[config.mk]
export PLATFORM = sky130hd
export DESIGN_NAME = button_press_qualifier
export DESIGN_NICKNAME = d
export VERILOG_FILES = /design/src/sv/bpq_pkg.sv /design/src/sv/bpq_regs.sv /design/src/sv/bpq_engine.sv /design/src/sv/button_press_qualifier.sv
export SDC_FILE = /design/constraint.sdc
export NUM_CORES = 1
export LEC_CHECK = 0
export ABC_AREA = 0
export BUFFER_PORTS_ARGS = -buffer_cell sky130_fd_sc_hd__buf_2
export CAP_MARGIN = 10
export CORE_MARGIN = 10
export CORE_UTILIZATION = 62
export CTS_CLUSTER_DIAMETER = 60
export DETAILED_ROUTE_END_ITERATION = 10
export MAX_ROUTING_LAYER = met4
export PLACE_DENSITY = 0.86
export REMOVE_ABC_BUFFERS = 1
export SLEW_MARGIN = 20
export SYNTH_ARGS = -nofsm -noshare
export SYNTH_HDL_FRONTEND = slang
export SYNTH_SLANG_ARGS = --single-unit
export TNS_END_PERCENT = 1
[constraint.sdc]
create_clock -name clock -period 9.4 [get_ports clock]
set_input_delay 2.82 -clock clock [delete_from_list [all_inputs] [get_ports clock]]
set_output_delay 2.82 -clock clock [all_outputs]
set_load 0.03 [all_outputs]
[src/sv/bpq_pkg.sv]
`timescale 1ns / 1ps
// ----------------------------------------------------------------------------
// Button press qualifier package
// Shared widths, codes, defaults and the configuration record.
// ----------------------------------------------------------------------------
package bpq_pkg;

   localparam int COUNT_WIDTH_DEFAULT     = 16;
   localparam int REPEAT_STEP_ONE_DEFAULT = 10;
   localparam int REPEAT_STEP_TWO_DEFAULT = 20;

   localparam int CFG_WIDTH       = 16;
   localparam int CSR_INDEX_WIDTH = 8;
   localparam int CSR_DATA_WIDTH  = 16;
   localparam int MODE_WIDTH      = 2;
   localparam int REQ_DATA_WIDTH  = 8;
   localparam int RSP_DATA_WIDTH  = 8;

   // Item kinds carried in req_tuser.
   localparam logic [MODE_WIDTH-1:0] MODE_TICK       = 2'd0;
   localparam logic [MODE_WIDTH-1:0] MODE_READ_SHORT = 2'd1;
   localparam logic [MODE_WIDTH-1:0] MODE_READ_LONG  = 2'd2;

   // Configuration register indexes.
   localparam logic [CSR_INDEX_WIDTH-1:0] REG_AUTOREPEAT_ENABLE      = 8'd0;
   localparam logic [CSR_INDEX_WIDTH-1:0] REG_LONG_PRESS_ENABLE      = 8'd1;
   localparam logic [CSR_INDEX_WIDTH-1:0] REG_DEBOUNCE_TICKS         = 8'd2;
   localparam logic [CSR_INDEX_WIDTH-1:0] REG_LONG_TICKS             = 8'd3;
   localparam logic [CSR_INDEX_WIDTH-1:0] REG_REPEAT_INTERVAL_FIRST  = 8'd4;
   localparam logic [CSR_INDEX_WIDTH-1:0] REG_REPEAT_INTERVAL_SECOND = 8'd5;
   localparam logic [CSR_INDEX_WIDTH-1:0] REG_REPEAT_INTERVAL_THIRD  = 8'd6;

   localparam logic [CFG_WIDTH-1:0] DEBOUNCE_TICKS_RESET         = 16'd50;
   localparam logic [CFG_WIDTH-1:0] LONG_TICKS_RESET             = 16'd1000;
   localparam logic [CFG_WIDTH-1:0] REPEAT_INTERVAL_FIRST_RESET  = 16'd500;
   localparam logic [CFG_WIDTH-1:0] REPEAT_INTERVAL_SECOND_RESET = 16'd200;
   localparam logic [CFG_WIDTH-1:0] REPEAT_INTERVAL_THIRD_RESET  = 16'd50;

   typedef struct packed {
      logic                 autorepeat_enable;
      logic                 long_press_enable;
      logic [CFG_WIDTH-1:0] debounce_ticks;
      logic [CFG_WIDTH-1:0] long_ticks;
      logic [CFG_WIDTH-1:0] repeat_interval_first;
      logic [CFG_WIDTH-1:0] repeat_interval_second;
      logic [CFG_WIDTH-1:0] repeat_interval_third;
   } cfg_type;

endpackage

[src/sv/bpq_regs.sv]
`timescale 1ns / 1ps
// ----------------------------------------------------------------------------
// Button press qualifier configuration registers
// Holds the seven control registers written through the csr channel.
// ----------------------------------------------------------------------------
module bpq_regs (
   input  logic                                clock,
   input  logic                                reset,
   input  logic                                wr_en,
   input  logic [bpq_pkg::CSR_INDEX_WIDTH-1:0] wr_index,
   input  logic [bpq_pkg::CSR_DATA_WIDTH-1:0]  wr_data,
   output bpq_pkg::cfg_type                    cfg
);

   bpq_pkg::cfg_type cfg_ff;
   bpq_pkg::cfg_type cfg_in;

   always_comb begin
      cfg_in = cfg_ff;
      if (wr_en) begin
         case (wr_index)
            bpq_pkg::REG_AUTOREPEAT_ENABLE: cfg_in.autorepeat_enable = wr_data[0];
            bpq_pkg::REG_LONG_PRESS_ENABLE: cfg_in.long_press_enable = wr_data[0];
            bpq_pkg::REG_DEBOUNCE_TICKS:
               cfg_in.debounce_ticks = wr_data[bpq_pkg::CFG_WIDTH-1:0];
            bpq_pkg::REG_LONG_TICKS:
               cfg_in.long_ticks = wr_data[bpq_pkg::CFG_WIDTH-1:0];
            bpq_pkg::REG_REPEAT_INTERVAL_FIRST:
               cfg_in.repeat_interval_first = wr_data[bpq_pkg::CFG_WIDTH-1:0];
            bpq_pkg::REG_REPEAT_INTERVAL_SECOND:
               cfg_in.repeat_interval_second = wr_data[bpq_pkg::CFG_WIDTH-1:0];
            bpq_pkg::REG_REPEAT_INTERVAL_THIRD:
               cfg_in.repeat_interval_third = wr_data[bpq_pkg::CFG_WIDTH-1:0];
            default: ;
         endcase
      end
   end

   always_ff @(posedge clock) begin
      if (reset) begin
         cfg_ff.autorepeat_enable      <= 1'b0;
         cfg_ff.long_press_enable      <= 1'b0;
         cfg_ff.debounce_ticks         <= bpq_pkg::DEBOUNCE_TICKS_RESET;
         cfg_ff.long_ticks             <= bpq_pkg::LONG_TICKS_RESET;
         cfg_ff.repeat_interval_first  <= bpq_pkg::REPEAT_INTERVAL_FIRST_RESET;
         cfg_ff.repeat_interval_second <= bpq_pkg::REPEAT_INTERVAL_SECOND_RESET;
         cfg_ff.repeat_interval_third  <= bpq_pkg::REPEAT_INTERVAL_THIRD_RESET;
      end else begin
         cfg_ff <= cfg_in;
      end
   end

   assign cfg = cfg_ff;

endmodule

[src/sv/bpq_engine.sv]
`timescale 1ns / 1ps
// ----------------------------------------------------------------------------
// Button press qualifier engine
// Hold, repeat and count state with the per-word update and flag logic.
// ----------------------------------------------------------------------------
module bpq_engine #(
   parameter int          COUNT_WIDTH     = bpq_pkg::COUNT_WIDTH_DEFAULT,
   parameter int unsigned REPEAT_STEP_ONE = bpq_pkg::REPEAT_STEP_ONE_DEFAULT,
   parameter int unsigned REPEAT_STEP_TWO = bpq_pkg::REPEAT_STEP_TWO_DEFAULT
) (
   input  logic                           clock,
   input  logic                           reset,
   input  bpq_pkg::cfg_type               cfg,
   input  logic                           fire,
   input  logic [bpq_pkg::MODE_WIDTH-1:0] mode,
   input  logic                           level,
   output logic                           short_press,
   output logic                           long_press
);

   // Compares run at the wider of the counter and register widths.
   localparam int CMP_WIDTH = (COUNT_WIDTH > bpq_pkg::CFG_WIDTH) ?
                              COUNT_WIDTH : bpq_pkg::CFG_WIDTH;
   localparam logic [COUNT_WIDTH-1:0] CNT_MAX = '1;

   logic [COUNT_WIDTH-1:0] hold_ff,   hold_in;
   logic [COUNT_WIDTH-1:0] rep_ff,    rep_in;
   logic [COUNT_WIDTH-1:0] count_ff,  count_in;
   logic                   short_ff,  short_in;
   logic                   long_ff,   long_in;

   logic [COUNT_WIDTH-1:0]         hold_inc;
   logic [COUNT_WIDTH-1:0]         rep_base;
   logic [COUNT_WIDTH-1:0]         rep_inc;
   logic [COUNT_WIDTH-1:0]         count_inc;
   logic [bpq_pkg::CFG_WIDTH-1:0]  interval;
   logic                           long_event;
   logic                           repeating;
   logic                           repeat_hit;
   logic                           released_short;
   logic                           tick_short;
   logic                           tick_long;

   always_comb begin
      hold_inc  = (hold_ff == CNT_MAX) ? hold_ff : hold_ff + 1'b1;
      // The long event fires only when the counter really moves onto the threshold.
      long_event = cfg.long_press_enable && (hold_ff != CNT_MAX) &&
                   (CMP_WIDTH'(hold_inc) == CMP_WIDTH'(cfg.long_ticks));
      rep_base  = long_event ? '0 : rep_ff;
      rep_inc   = (rep_base == CNT_MAX) ? rep_base : rep_base + 1'b1;
      count_inc = (count_ff == CNT_MAX) ? count_ff : count_ff + 1'b1;
      repeating = cfg.autorepeat_enable &&
                  (CMP_WIDTH'(hold_inc) >= CMP_WIDTH'(cfg.long_ticks));

      if (32'(count_ff) > REPEAT_STEP_TWO) begin
         interval = cfg.repeat_interval_third;
      end else if (32'(count_ff) > REPEAT_STEP_ONE) begin
         interval = cfg.repeat_interval_second;
      end else begin
         interval = cfg.repeat_interval_first;
      end
      repeat_hit = repeating && (CMP_WIDTH'(rep_inc) >= CMP_WIDTH'(interval));

      released_short = (CMP_WIDTH'(hold_ff) >= CMP_WIDTH'(cfg.debounce_ticks)) &&
                       (CMP_WIDTH'(hold_ff) <  CMP_WIDTH'(cfg.long_ticks));

      tick_short = level ? (short_ff | repeat_hit) : released_short;
      tick_long  = level ? (long_ff | long_event) : 1'b0;

      hold_in     = hold_ff;
      rep_in      = rep_ff;
      count_in    = count_ff;
      short_in    = short_ff;
      long_in     = long_ff;
      short_press = short_ff;
      long_press  = long_ff;

      case (mode)
         bpq_pkg::MODE_TICK: begin
            short_press = tick_short;
            long_press  = tick_long;
            short_in    = tick_short;
            long_in     = tick_long;
            if (level) begin
               hold_in = hold_inc;
               if (repeat_hit) begin
                  rep_in   = '0;
                  count_in = count_inc;
               end else if (repeating) begin
                  rep_in = rep_inc;
               end else begin
                  rep_in = rep_base;
               end
            end else begin
               hold_in  = '0;
               rep_in   = '0;
               count_in = '0;
            end
         end
         bpq_pkg::MODE_READ_SHORT: short_in = 1'b0;
         bpq_pkg::MODE_READ_LONG:  long_in  = 1'b0;
         default: ;
      endcase
   end

   always_ff @(posedge clock) begin
      if (reset) begin
         hold_ff  <= '0;
         rep_ff   <= '0;
         count_ff <= '0;
         short_ff <= 1'b0;
         long_ff  <= 1'b0;
      end else if (fire) begin
         hold_ff  <= hold_in;
         rep_ff   <= rep_in;
         count_ff <= count_in;
         short_ff <= short_in;
         long_ff  <= long_in;
      end
   end

   a_release_clears: assert property (@(posedge clock) disable iff (reset)
      fire && mode == bpq_pkg::MODE_TICK && !level
      |=> hold_ff == '0 && rep_ff == '0 && count_ff == '0 && !long_ff)
      else $error("release did not clear counters and long flag");

   a_read_short_clears: assert property (@(posedge clock) disable iff (reset)
      fire && mode == bpq_pkg::MODE_READ_SHORT |=> !short_ff)
      else $error("short flag survived its read");

   a_long_needs_enable: assert property (@(posedge clock) disable iff (reset)
      $rose(long_ff) |-> $past(fire) && $past(cfg.long_press_enable))
      else $error("long flag set without long press enabled");

   a_idle_holds_state: assert property (@(posedge clock) disable iff (reset)
      !fire |=> $stable(hold_ff) && $stable(count_ff) && $stable(short_ff))
      else $error("state changed without a word");

endmodule

[src/sv/button_press_qualifier.sv]
`timescale 1ns / 1ps
// ----------------------------------------------------------------------------
// Button press qualifier
// Debounce, long press and autorepeat qualifier driven by tick and read words.
// ----------------------------------------------------------------------------
// The block accepts one word per clock cycle while the result is not stalled
// and returns exactly one result word for each, after it passes through the
// input register and then the result register. The rate is set by the update
// of the hold, repeat and count registers, which each word reads and writes.
// A stalled result stops the pipeline, while the input register still takes
// one more word. Configuration writes are always accepted and should be made
// while no word is in flight.
module button_press_qualifier #(
   parameter int          COUNT_WIDTH     = bpq_pkg::COUNT_WIDTH_DEFAULT,
   parameter int unsigned REPEAT_STEP_ONE = bpq_pkg::REPEAT_STEP_ONE_DEFAULT,
   parameter int unsigned REPEAT_STEP_TWO = bpq_pkg::REPEAT_STEP_TWO_DEFAULT
) (
   input  logic                                clock,
   input  logic                                reset,
   input  logic                                req_tvalid,
   output logic                                req_tready,
   input  logic [bpq_pkg::REQ_DATA_WIDTH-1:0]  req_tdata,  // [0] pin_level
   input  logic [bpq_pkg::MODE_WIDTH-1:0]      req_tuser,  // [1:0] mode
   output logic                                rsp_tvalid,
   input  logic                                rsp_tready,
   output logic [bpq_pkg::RSP_DATA_WIDTH-1:0]  rsp_tdata,  // [0] short_press, [1] long_press
   input  logic                                csr_valid,
   output logic                                csr_ready,
   input  logic [bpq_pkg::CSR_INDEX_WIDTH-1:0] csr_index,
   input  logic [bpq_pkg::CSR_DATA_WIDTH-1:0]  csr_data
);

   bpq_pkg::cfg_type cfg;

   logic                           in_valid_ff, in_valid_in;
   logic [bpq_pkg::MODE_WIDTH-1:0] in_mode_ff;
   logic                           in_level_ff;
   logic                           rsp_valid_ff, rsp_valid_in;
   logic [1:0]                     rsp_flags_ff;
   logic                           advance;
   logic                           fire;
   logic                           req_fire;
   logic                           short_press;
   logic                           long_press;

   assign csr_ready = 1'b1;

   bpq_regs u_regs (
      .clock    (clock),
      .reset    (reset),
      .wr_en    (csr_valid && csr_ready),
      .wr_index (csr_index),
      .wr_data  (csr_data),
      .cfg      (cfg)
   );

   assign advance    = !rsp_valid_ff || rsp_tready;
   assign req_tready = !in_valid_ff || advance;
   assign req_fire   = req_tvalid && req_tready;
   assign fire       = in_valid_ff && advance;

   always_comb begin
      in_valid_in = in_valid_ff;
      if (req_fire) begin
         in_valid_in = 1'b1;
      end else if (advance) begin
         in_valid_in = 1'b0;
      end
      rsp_valid_in = rsp_valid_ff;
      if (fire) begin
         rsp_valid_in = 1'b1;
      end else if (rsp_tready) begin
         rsp_valid_in = 1'b0;
      end
   end

   bpq_engine #(
      .COUNT_WIDTH     (COUNT_WIDTH),
      .REPEAT_STEP_ONE (REPEAT_STEP_ONE),
      .REPEAT_STEP_TWO (REPEAT_STEP_TWO)
   ) u_engine (
      .clock       (clock),
      .reset       (reset),
      .cfg         (cfg),
      .fire        (fire),
      .mode        (in_mode_ff),
      .level       (in_level_ff),
      .short_press (short_press),
      .long_press  (long_press)
   );

   always_ff @(posedge clock) begin
      if (reset) begin
         in_valid_ff  <= 1'b0;
         rsp_valid_ff <= 1'b0;
      end else begin
         in_valid_ff  <= in_valid_in;
         rsp_valid_ff <= rsp_valid_in;
      end
   end

   always_ff @(posedge clock) begin
      if (req_fire) begin
         in_mode_ff  <= req_tuser;
         in_level_ff <= req_tdata[0];
      end
      if (fire) begin
         rsp_flags_ff <= {long_press, short_press};
      end
   end

   assign rsp_tvalid = rsp_valid_ff;
   assign rsp_tdata  = {{(bpq_pkg::RSP_DATA_WIDTH - 2){1'b0}}, rsp_flags_ff};

   a_stall_only_when_full: assert property (@(posedge clock) disable iff (reset)
      !req_tready |-> in_valid_ff && rsp_valid_ff)
      else $error("input stalled with room in the pipeline");

   a_fire_makes_result: assert property (@(posedge clock) disable iff (reset)
      fire |=> rsp_valid_ff)
      else $error("processed word produced no result");

   a_result_kept_until_taken: assert property (@(posedge clock) disable iff (reset)
      rsp_valid_ff && !rsp_tready |-> !fire)
      else $error("pending result overwritten");

endmodule
# Yosys cells after proc, flatten, opt, wreduce, memory -nomap -nowiden
# Index checks and enable logic that the tools add are counted.
# Widths: inputs -> output; s select.
[totals]
regBits = 139
inputBits = 39
word_cells = 93
output_inout_bits = 11
[classes]
reduce_logical = 28
add_sub_neg = 3
eq_ne = 15
bitwise = 2
order_cmp = 6
muxes = 22
[op_table]
columns = ["cell", "count"]
rows = [
  ["$mux 16", 12],
  ["$add 16x1->16 const B", 3],
  ["$eq 16x16->1 const B", 3],
  ["$ge 16x16->1", 3],
  ["$eq 8x3->1 const B", 3],
  ["$reduce_and 2->1", 10],
  ["$eq 16x16->1", 1],
  ["$eq 8x2->1 const B", 2],
  ["$gt 16x4->1 const B", 1],
  ["$gt 16x5->1 const B", 1],
  ["$lt 16x16->1", 1],
  ["$ne 16x16->1 const B", 1],
  ["$eq 8x1->1 const B", 1],
  ["$logic_not 8->1", 1],
  ["$mux 1", 8],
  ["$reduce_bool 2->1", 4],
  ["$logic_and 1x1->1", 7],
  ["$pmux 1 s2", 2],
  ["$reduce_and 4->1", 1],
  ["$eq 2x1->1 const B", 1],
  ["$eq 2x2->1 const B", 1],
  ["$logic_not 1->1", 2],
  ["$logic_not 2->1", 1],
  ["$logic_or 1x1->1", 2],
  ["3 further kinds", 4],
]

# Depth between registers and ports, before layout
# Gate-level depths: netlist of the first run.
[depth]
depth_word = 12
mapped_depth = 32
mapped_depth_nobuf = 29

# By module
# From an unflattened synthesis of the first run, not the netlist that was laid out.
[hier_totals]
hier_cells = 995
area_unflattened_um2 = 8540.7
[by_module_without_submodules]
columns = ["mod", "area_per_inst_um2", "instances", "seq_area_each_um2", "cells_each"]
rows = [
  ["bpq_engine", 4852.2, 1, 1001.0, 660],
  ["bpq_regs", 3374.5, 1, 1641.6, 311],
  ["button_press_qualifier", 314.1, 1, 190.2, 24],
]

# Least setup slack after synthesis of the first run
# Ideal clock, no wire load.
[synth_path]
path_type = "reg-to-reg"
start = "register u_engine.hold_ff[1]"
end = "register u_engine.count_ff[5]"
slack_ns = 2.306
n_path_buf = 3
setup_time_ns = 0.070
stages_incl_launch_ff = 31
arrival_ns = 7.024
required_ns = 9.330
synth_period_minus_slack_ns = 7.094
cell_sequence = "dfxtp_1 -> ha_1 -> nand3_1 -> nor4b_1 -> nor3_1 -> and4_1 -> and3_1 -> xor2_1 -> ha_1 -> nand4_1 -> or4_4 -> or3_1 -> clkbuf_1 -> nand2_1 -> inv_1 -> ha_1 -> nand3_1 -> o211ai_1 -> or4b_1 -> xor2_1 -> nor2_1 -> ha_1 -> nand4_1 -> nor3_1 -> a2111o_1 -> a41oi_1 -> o31a_1 -> clkbuf_1 -> clkbuf_1 -> o21ai_0 -> a21oi_1"
[synth_via]
elab_chain_cells = 11
word_cells_on_any_way = 17
classes_between = "add/sub: 2; order compare: 2; eq/ne: 5; mux: 3; reduce/logical: 5"
[synth_lines]
columns = ["element", "line_no", "rtl"]
rows = [
  ["start: declaration", "bpq_engine.sv:26", "logic [COUNT_WIDTH-1:0] hold_ff, hold_in;"],
  ["start signal: assignment", "bpq_engine.sv:114", "hold_ff <= hold_in;"],
  ["$add 16x1->16 / $eq 16x16->1 (equally long branches)", "bpq_engine.sv:45", "hold_inc = (hold_ff == CNT_MAX) ? hold_ff : hold_ff + 1'b1;"],
  ["$mux 16", "bpq_engine.sv:45", ""],
  ["$eq 16x16->1", "bpq_engine.sv:48", "(CMP_WIDTH'(hold_inc) == CMP_WIDTH'(cfg.long_ticks));"],
  ["$logic_and 1x1->1", "bpq_engine.sv:47", "long_event = cfg.long_press_enable && (hold_ff != CNT_MAX) &&"],
  ["$mux 16", "bpq_engine.sv:49", "rep_base = long_event ? '0 : rep_ff;"],
  ["$add 16x1->16 / $eq 16x16->1 (equally long branches)", "bpq_engine.sv:50", "rep_inc = (rep_base == CNT_MAX) ? rep_base : rep_base + 1'b1;"],
  ["$mux 16", "bpq_engine.sv:50", ""],
  ["$ge 16x16->1", "bpq_engine.sv:62", "repeat_hit = repeating && (CMP_WIDTH'(rep_inc) >= CMP_WIDTH'(interval));"],
  ["$logic_and 1x1->1 (*)", "bpq_engine.sv:62", ""],
  ["$ne 2x1->1 (no source line) (*)", "--", ""],
  ["$reduce_and 4->1 (no source line) (*)", "--", ""],
  ["end signal: assignment", "bpq_engine.sv:116", "count_ff <= count_in;"],
  ["end: declaration", "bpq_engine.sv:28", "logic [COUNT_WIDTH-1:0] count_ff, count_in;"],
]
# Mark *: on every way between the ends. The rest lies on a longest branch, timed or not.
# A chain may end at the register's enable or synchronous reset.

# Worst setup path in the final report of the first run
[layout_path]
start = "register u_engine.hold_ff[12]"
end = "register u_engine.count_ff[5]"
# The elaborated chain is that of the path after synthesis.

==> results.yml, run 1 <==
clock_network:
  postCtsSetupBuffers: 0
  path_clk_slew_ns: 0.06
  ctsHtreeMaxLevel: 4
  post_cts_resized: 0
  cts_buffer_depth: 2
  clkSinkCount: 139
  root_buffer: "clkbuf_16"
  clk_latency_ns: 0.43
  cts_tree: "done"
  cts_made_buffers: 17
  hold_buffers: 0
timing:
  slew_viol_final: 0
  max_slew_margin_pct: 33.7
  period_needed_ns: 7.98
  max_freq_mhz: 125
  worst_slew_pin_slew_ns: 0.989
  rsz0062_at_grt: "false"
  skew_ns: 0.0114
  finalSetupTns_ns: 0
  hold_viol: 0
  finalCritPeriodShare_pct: 84.9
  setup_viol: 0
finish:
  layout_common_cells: "205 x nand2_1, 134 x dfxtp_1, 125 x a21oi_1"
  fillers: 1031
  post-route-util_pct: 70.4
  regArea_um2: 2830
  final_common_cell: "nand2_1"
  multi_input_area_um2: 4850
  syn_to_final_growth_pct: 10.6
  drive_gt1_share_pct: 8.35
  nNetsFinal: 1171
  antennaDiodeCount: 0
critical_path:
  max_stage_delay_ns: 0.80
  cp-end-kind: "register"
  worstPathRequired_ns: 9.76
  cp_slowest_cell: "o31a_1"
  ff2ff_setup_slack_ns: 1.42
  cp_max_fo: 30
  path_class: "reg -> reg"
  cp-start-kind: "register"
  cp.arrival_ns: 8.34
pwr:
  seqPwrFrac_pct: 45.1
  cellPowerDensity_nw_per_um2: 148
  switchingPower_uw: 326
  internal-power_uw: 996
  irDropWorstVdd_mv: 0.140
  clkPwrFrac_pct: 51.4
  leakagePower_uw: 0.00355
  combPwrFrac_pct: 3.5
  p_sw_share_pct: 24.7
synth:
  async_reset_ff_share_pct: 0
  synth_cell_types: 61
  synth-edff-count: 5
  ys.flop_type: "dfxtp_1"
  seq_area_frac_synth_pct: 35.1
  syn_area_um2: 8060
  yosysWarnings: 0
  synth.avg_cell_area_um2: 7.63
  synth-seq-cells: 139
  syn_inst: 1057
drt:
  dr_total_vias: 7800
  drtIter0Drc: 927
  drc: 0
  ant_nets: 0
  drt-pass1-iter-count: 7
  viasPerCell: 6.24
  wire_per_inst_um: 17.2
  wirelength_mm: 21.5
global_routing:
  grt_pass1_vias: 7290
  grt.total_usage_pct: 24.4
  antenna_found_initial: 0
  grt_start_max_net_pins: 62
  grt_pass1_wl_mm: 35.4
  grt_overflow: 0
placement:
  gp_congestion: 0.917
  dpl.hpwl_mm: 14.4
  portBuffers: 35
hold_path:
  min_path_type: "reg -> reg"
die:
  die_y_um: 134
  die_w_um: 134
  ios: 50
  die_area_um2: 18000
  rows: 41
  initial_core_util_pct: 63.6
  core_um2: 12700
job:
  drv_cap: 0
run_status:
  status: "complete, no violations"
[cells in the mapped netlist (3+ instances only)]
| cell type | count | area, um2 |
|---|---|---|
| nand2_1 | 205 | 769 |
| dfxtp_1 | 134 | 2680 |
| a21oi_1 | 125 | 626 |
| nor2_1 | 78 | 293 |
| ha_1 | 67 | 838 |
| clkbuf_1 | 51 | 191 |
| inv_1 | 47 | 176 |
| nand3_1 | 38 | 190 |
| o21ai_0 | 33 | 165 |
| nor3_1 | 23 | 115 |
| nand4_1 | 22 | 138 |
| or4_1 | 17 | 128 |
| a21o_1 | 15 | 113 |
| o22ai_1 | 15 | 93.8 |
| xor2_1 | 14 | 123 |
| o31ai_1 | 13 | 97.6 |
| xnor2_1 | 12 | 105 |
| a22oi_1 | 11 | 82.6 |
| o211ai_1 | 11 | 82.6 |
| and3_1 | 9 | 56.3 |
| nor4_1 | 9 | 56.3 |
| a211oi_1 | 8 | 60.1 |
| nand2b_1 | 8 | 50.1 |
| nor2b_1 | 8 | 50.1 |
| or3_1 | 8 | 50.1 |
| a22o_1 | 7 | 61.3 |
| a31oi_1 | 7 | 43.8 |
| buf_4 | 7 | 52.6 |
| edfxtp_1 | 5 | 150 |
| and4_1 | 4 | 35.0 |
| a41oi_1 | 3 | 26.3 |
| and2_1 | 3 | 18.8 |
| mux2i_1 | 3 | 30.0 |
[final cells by class]
class                           instances  share of cell area (%)
Tap cell                              172                    2.41
Clock buffer                           19                    5.08
Timing Repair Buffer                   44                    2.72
Sequential cell                       139                    31.8
Multi-Input combinational cell        815                    54.4
Clock inverter                         13                    1.64
Inverter                               48                    2.02
[stage by stage]
step                      setup slack [ns]  total power [uW]  std cells  instance area [um2]  hold slack [ns]
after CTS                             1.55              1320       1250                 8900            0.454
final                                 1.42              1320       1250                 8920            0.454
after global routing                 0.918              1350       1250                 8920            0.470
after global placement                1.74               654       1218                 8300            0.438
after floorplan                       1.52               628       1002                 7830            0.425
after detailed placement              1.58               655       1218                 8300            0.445
[routing by layer]
metal  share of wire (%)  track usage, %
met1                  42            29.7
met2                  48            39.3
met3                 7.3            5.08
met4                 1.8            8.28
met5                   0               -
[cells by family (layout without fill, tap and decap cells)]
logic type,after synthesis,count (layout),share of synthesized area [%]
AO/OA/AOI/OAI,267,267,20.2
XOR/XNOR,26,26,2.82
adder cells (fa/ha/maj),67,67,10.4
buffers and inverters,108,124,5.38
flip-flops,139,139,35.1
multiplexers,4,4,0.512
other,2,7,0.0931
AND/OR/NAND/NOR,444,444,25.5
[worst max-delay path: cells and delay by family (launching register included)]
kind                     cells  cell delay [ns]
AND/OR/NAND/NOR             14             4.01
AO/OA/AOI/OAI                6             1.85
adder cells (fa/ha/maj)      3             0.85
buffers and inverters        3             0.44
flip-flops                   1             0.40
XOR/XNOR                     2             0.37
[registers in the layout, summed over array words and instances, names as in the netlist]
name               count
u_engine.short_ff      1
in_level_ff            1
u_engine.long_ff       1
rsp_flags_ff           2
u_regs.cfg            82
u_engine.rep_ff       16
rsp_tvalid             1
in_mode_ff             2
u_engine.hold_ff      16
u_engine.count_ff     16
in_valid_ff            1
[power groups by stage]
stage               Combinational [uW]  Clock, uW  Sequential (uW)
floorplan                         17.6          0              610
global placement                  44.2          0              610
detailed placement                44.9          0              610
CTS                               45.2        680              597
global route                      50.2        704              597
finish                            46.5        679              597
[worst paths after layout]
path	startpoint	end	cells after the start
worst max-delay path	u_engine.hold_ff[12]	u_engine.count_ff[5]	28
worst min-delay path	u_regs.cfg[32]	u_regs.cfg[32]	2
worst max register to register	u_engine.hold_ff[12]	u_engine.count_ff[5]	28
worst min register to register	u_regs.cfg[32]	u_regs.cfg[32]	2
Power figures use the tool's default switching activity.
==> run 2, diff against run 1 <==
==> constraint.sdc (replaced) <==
create_clock -name clock -period 7.35 [get_ports clock]
set_input_delay 2.205 -clock clock [delete_from_list [all_inputs] [get_ports clock]]
set_output_delay 2.205 -clock clock [all_outputs]
set_load 0.03 [all_outputs]
==> results.yml, run 2 (synthesized netlist as in run 1, its figures left out) <==
run_status:
  status: "complete, no violations"
placement:
  dpl.hpwl_mm: 14.6
  gp_congestion: 0.894
  portBuffers: 35
  place_inst: 1225
finish:
  syn_to_final_growth_pct: 11.7
  final_common_cell: "nand2_1"
  drive_gt1_share_pct: 9.76
  multi_input_area_um2: 4880
  antennaDiodeCount: 0
  fillers: 1023
  largest_register_ffs: 82
  post-route-util_pct: 71.1
  nNetsFinal: 1181
  final-instance-count-excl-fill: 1258
  layout_common_cells: "205 x nand2_1, 130 x dfxtp_1, 125 x a21oi_1"
  regArea_um2: 2840
die:
  ios: 50
  core_um2: 12700
  die_w_um: 134
  die_y_um: 134
  rows: 41
  die_area_um2: 18000
  initial_core_util_pct: 63.6
critical_path:
  path_buf_inv: 3
  cp-start-kind: "register"
  cpMostUsedCell: "ha_1"
  cp.arrival_ns: 7.35
  cp_max_fo: 12
  max_stage_delay_ns: 0.62
  worstPathRequired_ns: 7.71
  crit_family: "simple AND/OR/NAND/NOR gates"
  cp-end-kind: "register"
  path_class: "reg -> reg"
  cp_slowest_cell: "or4_4"
timing:
  rsz0062_at_grt: "false"
  slew_viol_final: 0
  period_needed_ns: 7.00
  skew_ns: 0.0120
  setup_viol: 0
  max_slew_margin_pct: 32.7
  hold_viol: 0
  worst_slew_pin_slew_ns: 1.01
  max_freq_mhz: 143
  finalCritPeriodShare_pct: 95.2
drt:
  wirelength_mm: 21.4
  viasPerCell: 6.18
  ant_nets: 0
  drtIter0Drc: 911
  drc: 0
  drt-pass1-iter-count: 6
  dr_total_vias: 7780
  wire_per_inst_um: 17.0
clock_network:
  cts_tree: "done"
  root_buffer: "clkbuf_16"
  clkSinkCount: 139
  path_clk_slew_ns: 0.06
  ctsHtreeMaxLevel: 4
  cts_buffer_depth: 2
  hold_buffers: 0
  cts_made_buffers: 17
  clk_latency_ns: 0.43
pwr:
  irDropWorstVdd_mv: 0.155
  cellPowerDensity_nw_per_um2: 185
  leakagePower_uw: 0.00360
global_routing:
  grt_pass1_wl_mm: 34.7
  grt_start_max_net_pins: 86
  grt.total_usage_pct: 23.9
  antenna_found_initial: 0
  grt_overflow: 0
  grt_pass1_vias: 7241
job:
  drv_cap: 0
hold_path:
  min_path_type: "reg -> reg"
run 2: cell types whose count changed in the layout (fill, tap and decap cells not counted), moves of 2 or more:
cell        previous run  this run
buf_4                  9        19
inv_6                  8         3
dfxtp_1              134       130
dfxtp_2                0         4
clkinv_4               0         2
clkinvlp_4             1         3
nor3_1                21        19
nor3_2                 1         3
run 2: cell type report:
| type | count | area share (%) |
|---|---|---|
| sequential | 139 | 31.5 |
| tap | 172 | 2.39 |
| clock buffer | 20 | 5.20 |
| clock inverter | 10 | 1.19 |
| inverter | 48 | 2.00 |
| timing repair buffer | 54 | 3.53 |
| multi-input combinational | 815 | 54.2 |
run 2: final timing paths:
kind / from / to / slack (ns) / cells after the start
setup / recovery: u_engine.hold_ff[12] / u_engine.count_ff[8] / 0.35 / 28
setup reg to reg: u_engine.hold_ff[12] / u_engine.count_ff[8] / 0.35 / 28
hold reg to reg: u_regs.cfg[78] / u_regs.cfg[78] / 0.45 / 2
hold / removal: u_regs.cfg[78] / u_regs.cfg[78] / 0.45 / 2
run 2: tightest hold or removal path: stages (launching register included):
cell and delay [ns]:
dfxtp_1 0.31, nand2_1 0.05, a21oi_1 0.05
run 2: through the flow:
| step | total power, uW | hold WS (ns) | setup slack, ns | cell area (um2) | TNS, ns |
|---|---|---|---|---|---|
| after floorplan | 803 | 0.425 | -0.528 | 7830 | -11.42 |
| after global placement | 838 | 0.439 | 0.187 | 8360 | 0 |
| after detailed placement | 839 | 0.444 | -0.0465 | 8360 | -0.293 |
| after CTS | 1670 | 0.452 | 0.00724 | 8940 | 0 |
| after global routing | 1700 | 0.468 | 0.0249 | 9000 | 0 |
| final | 1670 | 0.452 | 0.355 | 9000 | 0 |
run 2: power breakdown:
| part | total [uW] | internal (uW) | switching (uW) |
|---|---|---|---|
| combinational | 61.4 | 15.1 | 46.3 |
| clock | 841 | 496 | 345 |
| sequential | 764 | 761 | 2.92 |
| total | 1670 | 1270 | 394 |
run 2: routing by layer:
metal,wire length (um),vias up,global-route usage (%),part of all wire (%)
met3,1460,54,5.23,6.8
met4,545,0,9.37,2.5
met5,0,-,-,0
met1,9390,3635,28.9,44
li1,-,3806,-,-
met2,10000,285,38.2,47
run 2: repair_timing:
action,CTS,global route
resized for setup,1,9
pin swaps,0,4
endpoints found under the setup margin,11,34
setup buffers,0,3
==> run 3, diff against run 2 <==
==> constraint.sdc (replaced) <==
create_clock -name clock -period 7.5 [get_ports clock]
set_input_delay 2.25 -clock clock [delete_from_list [all_inputs] [get_ports clock]]
set_output_delay 2.25 -clock clock [all_outputs]
set_load 0.03 [all_outputs]
==> results.yml, run 3 (synthesized netlist as in run 1, its figures left out) <==
die:
  ios: 50
  rows: 41
  die_y_um: 134
  initial_core_util_pct: 63.6
  die_area_um2: 18000
  core_um2: 12700
  die_w_um: 134
timing:
  slew_viol_final: 0
  rsz0062_at_grt: "false"
  finalSetupTns_ns: 0
  hold_viol: 0
  skew_ns: 0.00730
  setup_viol: 0
  max_freq_mhz: 142
  finalCritPeriodShare_pct: 93.8
  fin_hold_ws_ns: 0.456
  period_needed_ns: 7.04
  max_slew_margin_pct: 32.5
  worst_slew_pin_slew_ns: 1.01
finish:
  post-route-util_pct: 71.5
  final_common_cell: "nand2_1"
  fillers: 1023
  regArea_um2: 2830
  largest_register_ffs: 82
  multi_input_area_um2: 4880
  final-instance-count-excl-fill: 1258
  layout_common_cells: "205 x nand2_1, 133 x dfxtp_1, 125 x a21oi_1"
  drive_gt1_share_pct: 9.76
  nNetsFinal: 1179
  antennaDiodeCount: 0
  syn_to_final_growth_pct: 12.3
clock_network:
  cts_made_buffers: 17
  root_buffer: "clkbuf_16"
  cts_buffer_depth: 2
  path_clk_slew_ns: 0.07
  ctsHtreeMaxLevel: 4
  clk_latency_ns: 0.44
  clkSinkCount: 139
  cts_tree: "done"
drt:
  drc: 0
  dr_total_vias: 7821
  viasPerCell: 6.22
  drt-pass1-iter-count: 7
  wire_per_inst_um: 17.5
  drtIter0Drc: 786
  wirelength_mm: 22.0
  ant_nets: 0
critical_path:
  cp-start-kind: "register"
  cp_max_fo: 22
  cpMostUsedCell: "ha_1"
  cp-end-kind: "register"
  reg2reg_to: "u_engine.count_ff[7]"
  worstPathRequired_ns: 7.87
  ff2ff_path_depth: 28
  cp_slowest_cell: "or4b_4"
  path_class: "reg -> reg"
  max_stage_delay_ns: 0.55
  r2r-start: "u_engine.hold_ff[0]"
  ff2ff_setup_slack_ns: 0.46
  cp.arrival_ns: 7.40
global_routing:
  grt_pass1_vias: 7396
  grt.total_usage_pct: 25.0
  grt_overflow: 0
  antenna_found_initial: 0
  grt_pass1_wl_mm: 36.1
  grt_start_max_net_pins: 84
placement:
  portBuffers: 35
  place_inst: 1223
  gp_congestion: 0.903
  dpl.hpwl_mm: 14.8
hold_path:
  min_from: "u_regs.cfg[47]"
  min_path_type: "reg -> reg"
  hold-path-endpoint: "u_regs.cfg[47]"
  holdPathStages: 2
run_status:
  status: "complete, no violations"
job:
  drv_cap: 0
pwr:
  leakagePower_uw: 0.00361
  cellPowerDensity_nw_per_um2: 188
  irDropWorstVdd_mv: 0.192
-- run 3: changes by cell type in the layout (fill, tap and decap cells not counted), sizes merged --
cell,previous run,this run
buf,54,52
bufinv,1,2
clkbuf,20,17
clkinvlp,3,2
inv,51,56
-- run 3: metal layers --
layer / part of all wire (%) / vias to the layer above / routed length (um) / GRT usage (%)
met4: 3.1 / 0 / 670 / 11.1
met2: 48 / 324 / 10500 / 39.6
li1: - / 3803 / - / -
met3: 6.7 / 60 / 1480 / 4.59
met1: 42 / 3634 / 9270 / 30.5
met5: 0 / - / 0 / -
-- run 3: final cells by class --
type	instances	share of cell area, %
inverters	48	1.99
well taps	172	2.38
clock buffers	17	4.70
clock inverters	15	2.22
flip-flops and latches	139	31.3
repair buffers	52	3.48
multi-input cells	815	53.9
-- run 3: worst max-delay path by stage --
stage                                    from                     to  slack (ns)
final                     u_engine.hold_ff[0]   u_engine.count_ff[7]        0.46
after CTS                 u_engine.hold_ff[1]   u_engine.count_ff[7]        0.07
after detailed placement  u_engine.hold_ff[1]     u_engine.rep_ff[6]        0.15
after global placement    u_engine.hold_ff[1]     u_engine.rep_ff[6]        0.37
after global routing      u_engine.hold_ff[0]   u_engine.count_ff[8]        0.07
after floorplan           u_engine.hold_ff[1]  u_engine.count_ff[10]       -0.38
-- run 3: power by group --
group          total, uW  internal, uW  switching [uW]
sequential           748           745            2.83
combinational       60.9          14.9            46.0
clock                896           511             385
total               1710          1270             434
-- run 3: metrics by stage --
stage / total power (uW) / setup WS, ns / instance area (um2)
2_1_floorplan: 787 / -0.378 / 7830
3_3_place_gp: 822 / 0.374 / 8350
3_5_place_dp: 822 / 0.148 / 8350
4_1_cts: 1700 / 0.0739 / 8980
5_1_grt: 1750 / 0.0732 / 9050
6_report: 1710 / 0.463 / 9050
-- run 3: timing repair --
item,in CTS,in global routing
resized for setup,0,8
setup buffers,0,3
hold buffers,0,0
setup endpoints to repair,0,34
-- run 3: critical path, delay by kind of cell (launching register included) --
family	cells	cell delay [ns]
AND/OR/NAND/NOR	15	3.98
AO/OA/AOI/OAI	5	0.92
buffers and inverters	2	0.23
flip-flops	1	0.42
XOR/XNOR	2	0.31
adder cells (fa/ha/maj)	4	1.09
